**src/hdl/afqa_pkg.sv**
```systemverilog
// Shared types and constants for the approximate four-quadrant arctangent.
// No dependencies.
package afqa_pkg;

    localparam int ANGLE_WIDTH = 16;

    // pi/4 scaled by 2^32
    localparam logic [63:0] QUARTER_PI_Q32 = 64'd3373259426;

    typedef struct packed {
        logic y_neg;
        logic x_neg;
        logic num_neg;
    } afqa_side_t;

endpackage

```
**src/hdl/afqa_divider.sv**
```systemverilog
// Pipelined restoring divider, one quotient bit per register stage.
// Depends on afqa_pkg for the sideband struct carried along with each transaction.
module afqa_divider import afqa_pkg::*; #(
    parameter int DEN_WIDTH = 17,
    parameter int QUO_WIDTH = 16
) (
    input  logic                 aclk,
    input  logic                 aresetn,
    input  logic                 in_valid,
    output logic                 in_ready,
    input  logic [DEN_WIDTH-1:0] in_mag,
    input  logic [DEN_WIDTH-1:0] in_den,
    input  afqa_side_t           in_side,
    output logic                 out_valid,
    input  logic                 out_ready,
    output logic [QUO_WIDTH-1:0] out_quo,
    output afqa_side_t           out_side
);

    logic                 vld_reg  [QUO_WIDTH];
    logic [DEN_WIDTH-1:0] rem_reg  [QUO_WIDTH];
    logic [DEN_WIDTH-1:0] den_reg  [QUO_WIDTH];
    logic [QUO_WIDTH-1:0] quo_reg  [QUO_WIDTH];
    afqa_side_t           side_reg [QUO_WIDTH];
    logic [QUO_WIDTH:0]   rdy;

    assign rdy[QUO_WIDTH] = out_ready;

    for (genvar i = 0; i < QUO_WIDTH; i++) begin : g_step
        logic                 vld_in;
        logic [DEN_WIDTH-1:0] den_in;
        logic [QUO_WIDTH-1:0] quo_in;
        afqa_side_t           side_in;
        logic [DEN_WIDTH-1:0] trial;
        logic                 take;
        logic [DEN_WIDTH-1:0] rem_next;
        logic [QUO_WIDTH-1:0] quo_next;

        if (i == 0) begin : g_first
            assign vld_in  = in_valid;
            assign den_in  = in_den;
            assign quo_in  = '0;
            assign side_in = in_side;
            assign trial   = in_mag;
        end else begin : g_next
            assign vld_in  = vld_reg[i-1];
            assign den_in  = den_reg[i-1];
            assign quo_in  = quo_reg[i-1];
            assign side_in = side_reg[i-1];
            assign trial   = {rem_reg[i-1][DEN_WIDTH-2:0], 1'b0};
        end

        assign take     = (trial >= den_in);
        assign rem_next = take ? (trial - den_in) : trial;
        assign quo_next = {quo_in[QUO_WIDTH-2:0], take};
        assign rdy[i]   = !vld_reg[i] || rdy[i+1];

        always_ff @(posedge aclk) begin
            if (!aresetn) begin
                vld_reg[i] <= 1'b0;
            end else if (rdy[i]) begin
                vld_reg[i] <= vld_in;
            end
        end

        always_ff @(posedge aclk) begin
            if (rdy[i] && vld_in) begin
                rem_reg[i]  <= rem_next;
                den_reg[i]  <= den_in;
                quo_reg[i]  <= quo_next;
                side_reg[i] <= side_in;
            end
        end
    end

    assign in_ready  = rdy[0];
    assign out_valid = vld_reg[QUO_WIDTH-1];
    assign out_quo   = quo_reg[QUO_WIDTH-1];
    assign out_side  = side_reg[QUO_WIDTH-1];

endmodule

```
**src/hdl/approximate_four_quadrant_arctangent.sv**
```systemverilog
// Approximate four-quadrant arctangent: top level with operand, multiply and output stages.
// Depends on afqa_pkg and afqa_divider.
//
// Accepts one (y, x) transaction per clock unless m_ready stalls the pipeline, and returns
// the first-order atan2 estimate in radians scaled by 2^ANGLE_FRACTION_BITS. The pipeline
// has one operand stage, one divider stage per quotient bit, one multiply stage and one
// output stage. Throughput is one transaction per cycle when not stalled; each stage holds
// its data while stalled.
module approximate_four_quadrant_arctangent import afqa_pkg::*; #(
    parameter int SAMPLE_WIDTH        = 16,
    parameter int ANGLE_FRACTION_BITS = 13,
    parameter int RATIO_FRACTION_BITS = 15
) (
    input  logic                          aclk,
    input  logic                          aresetn,
    input  logic                          s_valid,
    output logic                          s_ready,
    input  logic signed [SAMPLE_WIDTH-1:0] s_y_value,
    input  logic signed [SAMPLE_WIDTH-1:0] s_x_value,
    output logic                          m_valid,
    input  logic                          m_ready,
    output logic signed [ANGLE_WIDTH-1:0] m_angle
);

    localparam int DW = SAMPLE_WIDTH + 1;
    localparam int QW = RATIO_FRACTION_BITS + 1;
    localparam int RW = RATIO_FRACTION_BITS + 2;
    localparam int MW = ANGLE_FRACTION_BITS + 1;
    localparam int PW = RW + MW;
    localparam int IW = (ANGLE_FRACTION_BITS + 3 > ANGLE_WIDTH) ?
                        ANGLE_FRACTION_BITS + 3 : ANGLE_WIDTH;
    localparam int SH = 32 - ANGLE_FRACTION_BITS;

    localparam logic [63:0] C1_WIDE = (QUARTER_PI_Q32 + (64'd1 << (SH - 1))) >> SH;
    localparam logic [63:0] C2_WIDE = (64'd3 * QUARTER_PI_Q32 + (64'd1 << (SH - 1))) >> SH;

    localparam logic signed [MW-1:0] C1_MUL = MW'(C1_WIDE);
    localparam logic signed [IW-1:0] C1     = IW'(C1_WIDE);
    localparam logic signed [IW-1:0] C2     = IW'(C2_WIDE);

    // operand stage
    logic signed [DW-1:0] y_ext;
    logic signed [DW-1:0] x_ext;
    logic signed [DW-1:0] abs_y;
    logic signed [DW-1:0] num;
    logic        [DW-1:0] mag_next;
    logic        [DW-1:0] den_next;
    afqa_side_t           side_next;
    logic                 origin;

    logic                 op_vld_reg;
    logic        [DW-1:0] mag_reg;
    logic        [DW-1:0] den_reg;
    afqa_side_t           side_reg;
    logic                 div_in_ready;

    // divider output
    logic                 div_valid;
    logic                 div_ready;
    logic        [QW-1:0] div_quo;
    afqa_side_t           div_side;

    // multiply stage
    logic signed [RW-1:0] ratio;
    logic signed [PW-1:0] prod_next;
    logic                 mul_vld_reg;
    logic signed [PW-1:0] prod_reg;
    afqa_side_t           mul_side_reg;
    logic                 mul_ready;

    // output stage
    logic signed [PW-1:0] prod_shift;
    logic signed [IW-1:0] term;
    logic signed [IW-1:0] base;
    logic signed [IW-1:0] diff;
    logic signed [IW-1:0] angle_next;
    logic                 out_vld_reg;
    logic [ANGLE_WIDTH-1:0] angle_reg;
    logic                 out_ready;

    always_comb begin
        y_ext  = {s_y_value[SAMPLE_WIDTH-1], s_y_value};
        x_ext  = {s_x_value[SAMPLE_WIDTH-1], s_x_value};
        abs_y  = s_y_value[SAMPLE_WIDTH-1] ? -y_ext : y_ext;
        origin = (s_x_value == '0) && (s_y_value == '0);
        num    = s_x_value[SAMPLE_WIDTH-1] ? (x_ext + abs_y) : (x_ext - abs_y);
        if (s_x_value[SAMPLE_WIDTH-1]) begin
            den_next = abs_y - x_ext;
        end else begin
            den_next = x_ext + abs_y;
        end
        mag_next          = num[DW-1] ? -num : num;
        side_next.y_neg   = s_y_value[SAMPLE_WIDTH-1];
        side_next.x_neg   = s_x_value[SAMPLE_WIDTH-1];
        side_next.num_neg = num[DW-1];
        if (origin) begin
            mag_next          = DW'(1);
            den_next          = DW'(1);
            side_next.num_neg = 1'b1;
        end
    end

    assign s_ready = !op_vld_reg || div_in_ready;

    always_ff @(posedge aclk) begin
        if (!aresetn) begin
            op_vld_reg <= 1'b0;
        end else if (s_ready) begin
            op_vld_reg <= s_valid;
        end
    end

    always_ff @(posedge aclk) begin
        if (s_ready && s_valid) begin
            mag_reg  <= mag_next;
            den_reg  <= den_next;
            side_reg <= side_next;
        end
    end

    afqa_divider #(
        .DEN_WIDTH (DW),
        .QUO_WIDTH (QW)
    ) u_divider (
        .aclk      (aclk),
        .aresetn   (aresetn),
        .in_valid  (op_vld_reg),
        .in_ready  (div_in_ready),
        .in_mag    (mag_reg),
        .in_den    (den_reg),
        .in_side   (side_reg),
        .out_valid (div_valid),
        .out_ready (div_ready),
        .out_quo   (div_quo),
        .out_side  (div_side)
    );

    always_comb begin
        ratio     = div_side.num_neg ? -$signed({1'b0, div_quo}) : $signed({1'b0, div_quo});
        prod_next = PW'(ratio) * PW'(C1_MUL);
    end

    assign div_ready = !mul_vld_reg || mul_ready;

    always_ff @(posedge aclk) begin
        if (!aresetn) begin
            mul_vld_reg <= 1'b0;
        end else if (div_ready) begin
            mul_vld_reg <= div_valid;
        end
    end

    always_ff @(posedge aclk) begin
        if (div_ready && div_valid) begin
            prod_reg     <= prod_next;
            mul_side_reg <= div_side;
        end
    end

    always_comb begin
        prod_shift = prod_reg >>> RATIO_FRACTION_BITS;
        term       = IW'(prod_shift);
        base       = mul_side_reg.x_neg ? C2 : C1;
        diff       = base - term;
        angle_next = mul_side_reg.y_neg ? -diff : diff;
    end

    assign mul_ready = !out_vld_reg || out_ready;
    assign out_ready = m_ready;

    always_ff @(posedge aclk) begin
        if (!aresetn) begin
            out_vld_reg <= 1'b0;
        end else if (mul_ready) begin
            out_vld_reg <= mul_vld_reg;
        end
    end

    always_ff @(posedge aclk) begin
        if (mul_ready && mul_vld_reg) begin
            angle_reg <= angle_next[ANGLE_WIDTH-1:0];
        end
    end

    assign m_valid = out_vld_reg;
    assign m_angle = angle_reg;

endmodule
```
**config.mk**
```make
export PLATFORM = sky130hd
export DESIGN_NAME = approximate_four_quadrant_arctangent
export DESIGN_NICKNAME = d
export VERILOG_FILES = /design/src/hdl/afqa_pkg.sv /design/src/hdl/afqa_divider.sv /design/src/hdl/approximate_four_quadrant_arctangent.sv
export SDC_FILE = /design/constraint.sdc
export NUM_CORES = 2
export LEC_CHECK = 0
export BUFFER_PORTS_ARGS = -buffer_cell sky130_fd_sc_hd__buf_4
export CORE_MARGIN = 10
export CORE_UTILIZATION = 65
export DETAILED_ROUTE_END_ITERATION = 8
export MAX_ROUTING_LAYER = met4
export PLACE_DENSITY = 0.82
export SKIP_CTS_REPAIR_TIMING = 1
export SLEW_MARGIN = 20
export SYNTH_ARGS = -nofsm -noshare
export SYNTH_HDL_FRONTEND = slang
export SYNTH_SLANG_ARGS = --single-unit
```
**constraint.sdc**
```tcl
create_clock -name aclk -period 10.7 [get_ports aclk]
set_input_delay 2.14 -clock aclk [delete_from_list [all_inputs] [get_ports aclk]]
set_output_delay 2.14 -clock aclk [all_outputs]
set_load 0.01 [all_outputs]
```
==> impl_metrics.yaml <==
sta:
  hold_ws_ps: 408.3
  grt_setup_unrepaired: "no"
  fmax_mhz: 147.2
  fin_crit_sh_pct: 63.48
  finalMaxSlewViolations: 0
  hold_viol_final: 0
  setup_tns_ps: 0
  period_minus_slack_ps: 6793
  setup_violations: 0
  finClkSkew_ps: 21.74
  slew_headroom_pct: 24.80
  setup_ws_ps: 3907
  tightest_slew_ps: 1128
logic_synthesis:
  synth_area_leaders: "edfxtp_1 50%, ha_1 11%, inv_1 4.0%"
  yosysTopAreaCell: "edfxtp_1"
  netlist.area_leader.share_pct: 50.27
  ys_seq_area_share_pct: 50.45
  syn_area_per_cell_um2: 11.37
  synth_cells: 4015
  yosysMostFrequentCell: "edfxtp_1"
  synth_area_mm2: 0.04564
  async_flop_share_pct: 0
  yosysUniqueCellTypes: 82
  synth-edff-count: 764
  syn-num-nets: 4512
  ys_warn_count: 0
  ys.flop_type: "edfxtp_1"
  ys_ff_latch: 768
  synth_common_cells: "764 x edfxtp_1, 490 x inv_1, 409 x ha_1, 301 x nor2_1, 272 x a21oi_1"
critical_path:
  r2r_cells: 22
  cp-end-kind: "primary output"
  crit-reg2reg-launch: "u_divider.quo_reg[1][115]"
  critPathLaunchType: "primary input"
  cp.required_ps: 8560
  cp.arrival_ps: 4650
  critical_path_class: "primary input to primary output"
  cp-startpoint: "m_ready"
  crit_path_end: "s_ready"
  rr_endpoint: "prod_reg[30]"
  ff2ff_setup_slack_ps: 4010
  cp_max_fo: 6
placement:
  dpl_cell_area_mm2: 0.04716
  gp_congestion: 0.9173
  preCtsSetupSlack_ps: 3692
  placed_cells: 4952
  io_buffers: 53
  place.detailed.hpwl_um: 64860
floorplan:
  initial_core_util_pct: 65.39
  die_h_um: 285.0
  io_pins: 54
  rows: 97
  core_area_mm2: 0.06979
  die_area_mm2: 0.08121
  die_w_um: 285.0
power:
  ir_drop_v: 0.0001647
  leakage_nw: 20.09
  power.density_mw_per_mm2: 139.7
  p_total_mw: 6.963
finish:
  final_core_util_pct: 71.41
  stdcell_count: 5100
  syn_to_final_growth_pct: 9.207
  nets: 4592
  fin_area_mm2: 0.04984
  drive_gt1_share_pct: 9.760
  insertedDiodeCount: 0
  largest_reg_flops: 255
detailed_routing:
  wl_um: 89070
  first_pass_iters: 5
  wl_per_cell_um: 17.46
  ant_nets: 0
  num_vias: 29861
  drc: 0
  drt_iter0_markers: 1944
  routed_via_density: 5.855
clocking:
  cts_max_path_buffers: 3
  cts_sinks: 768
  clkLatencyLatePin_ps: 630
  clkTransAtPathRegs_ps: 60
  cts-root-buf: "clkbuf_16"
  numCtsBuffers: 81
  cts_tree: "done"
  htreeDepth: 3
grt:
  grt_start_max_net_pins: 56
  grt_pass1_vias: 30022
  antenna_found_initial: 0
  grt_pass1_wl_um: 146700
  gr-usage-all-layers_pct: 22.29
  overflow: 0
run_status:
  status: "finished, final reports clean"
flow_run:
  max_cap_violations: 0
min_path:
  min_from: "u_divider.quo_reg[0][0]"
  min_path_type: "register to register"
## critical path: stages
cell     delay (ps)
buf_4           110
nor2b_1         300
and3_1          370
and3_1          320
nand2_1         140
nor4_2          660
and3_1          360
nand2_1          90
buf_4           150
## final cells by class
class / instances / area (um2)
Clock buffer: 97 / 2087
Clock inverter: 51 / 545.5
Fill cell: 4657 / 19950
Inverter: 492 / 1847
Multi-Input combinational cell: 2678 / 20600
Sequential cell: 768 / 23020
Tap cell: 940 / 1176
Timing Repair Buffer: 74 / 555.5
## cell usage in the layout, fill, tap and decap left out, types with 11 or more instances in the layout
cell	count
a21o_1	52
nand3_1	64
ha_1	409
clkinv_2	15
mux2_2	142
nand4_1	52
xnor2_1	202
a31o_2	19
a31oi_1	34
nor2_1	301
and3_1	37
nor3_1	81
clkbuf_1	16
xor2_1	110
buf_4	74
o21ai_0	121
nor3b_1	11
mux2i_1	33
or2_2	13
o21bai_1	23
or3_1	41
or4_1	13
a21oi_1	271
inv_1	490
a211oi_1	23
nand2_1	176
nor4_1	23
and2_1	30
edfxtp_1	764
o31ai_1	23
o21a_1	57
o211ai_1	17
o41ai_1	19
fa_1	52
nor2b_1	54
nand2b_1	46
clkbuf_16	81
clkinv_1	16
## power breakdown
group / leakage, nW / internal [mW] / switching, mW
combinational: 11.8 / 0.328 / 0.440
sequential: 6.98 / 3.36 / 0.0442
clock: 1.29 / 1.62 / 1.17
## layer usage
metal  up-vias  GRT usage, %  share of wire, %
met4         0         8.396               3.7
met1     14365         24.87                40
met3       227         2.800               3.6
li1      14586             -                 -
met2       683         40.37                53
met5         -             -                 0
## how the worst min path moves through the flow
stage,to,slack [ps],depth (start not counted)
after global routing,u_divider.quo_reg[0][17],410,0
after detailed placement,u_divider.quo_reg[1][126],400,0
final,u_divider.quo_reg[0][17],410,0
after global placement,u_divider.quo_reg[1][125],400,0
after floorplan,mul_side_reg[1],400,0
after CTS,u_divider.quo_reg[0][17],410,0
## kinds of logic (layout without fill, tap and decap cells)
family / count (synthesis) / in the layout / synth area share, %
mux: 176 / 176 / 4.252
flops: 768 / 768 / 50.45
simple gates: 975 / 975 / 10.52
buf+inv: 569 / 714 / 4.760
fa+ha+maj: 461 / 461 / 13.49
xor+xnor: 313 / 313 / 6.024
compound gates: 753 / 753 / 10.50
(Power assumes the default switching activity.)
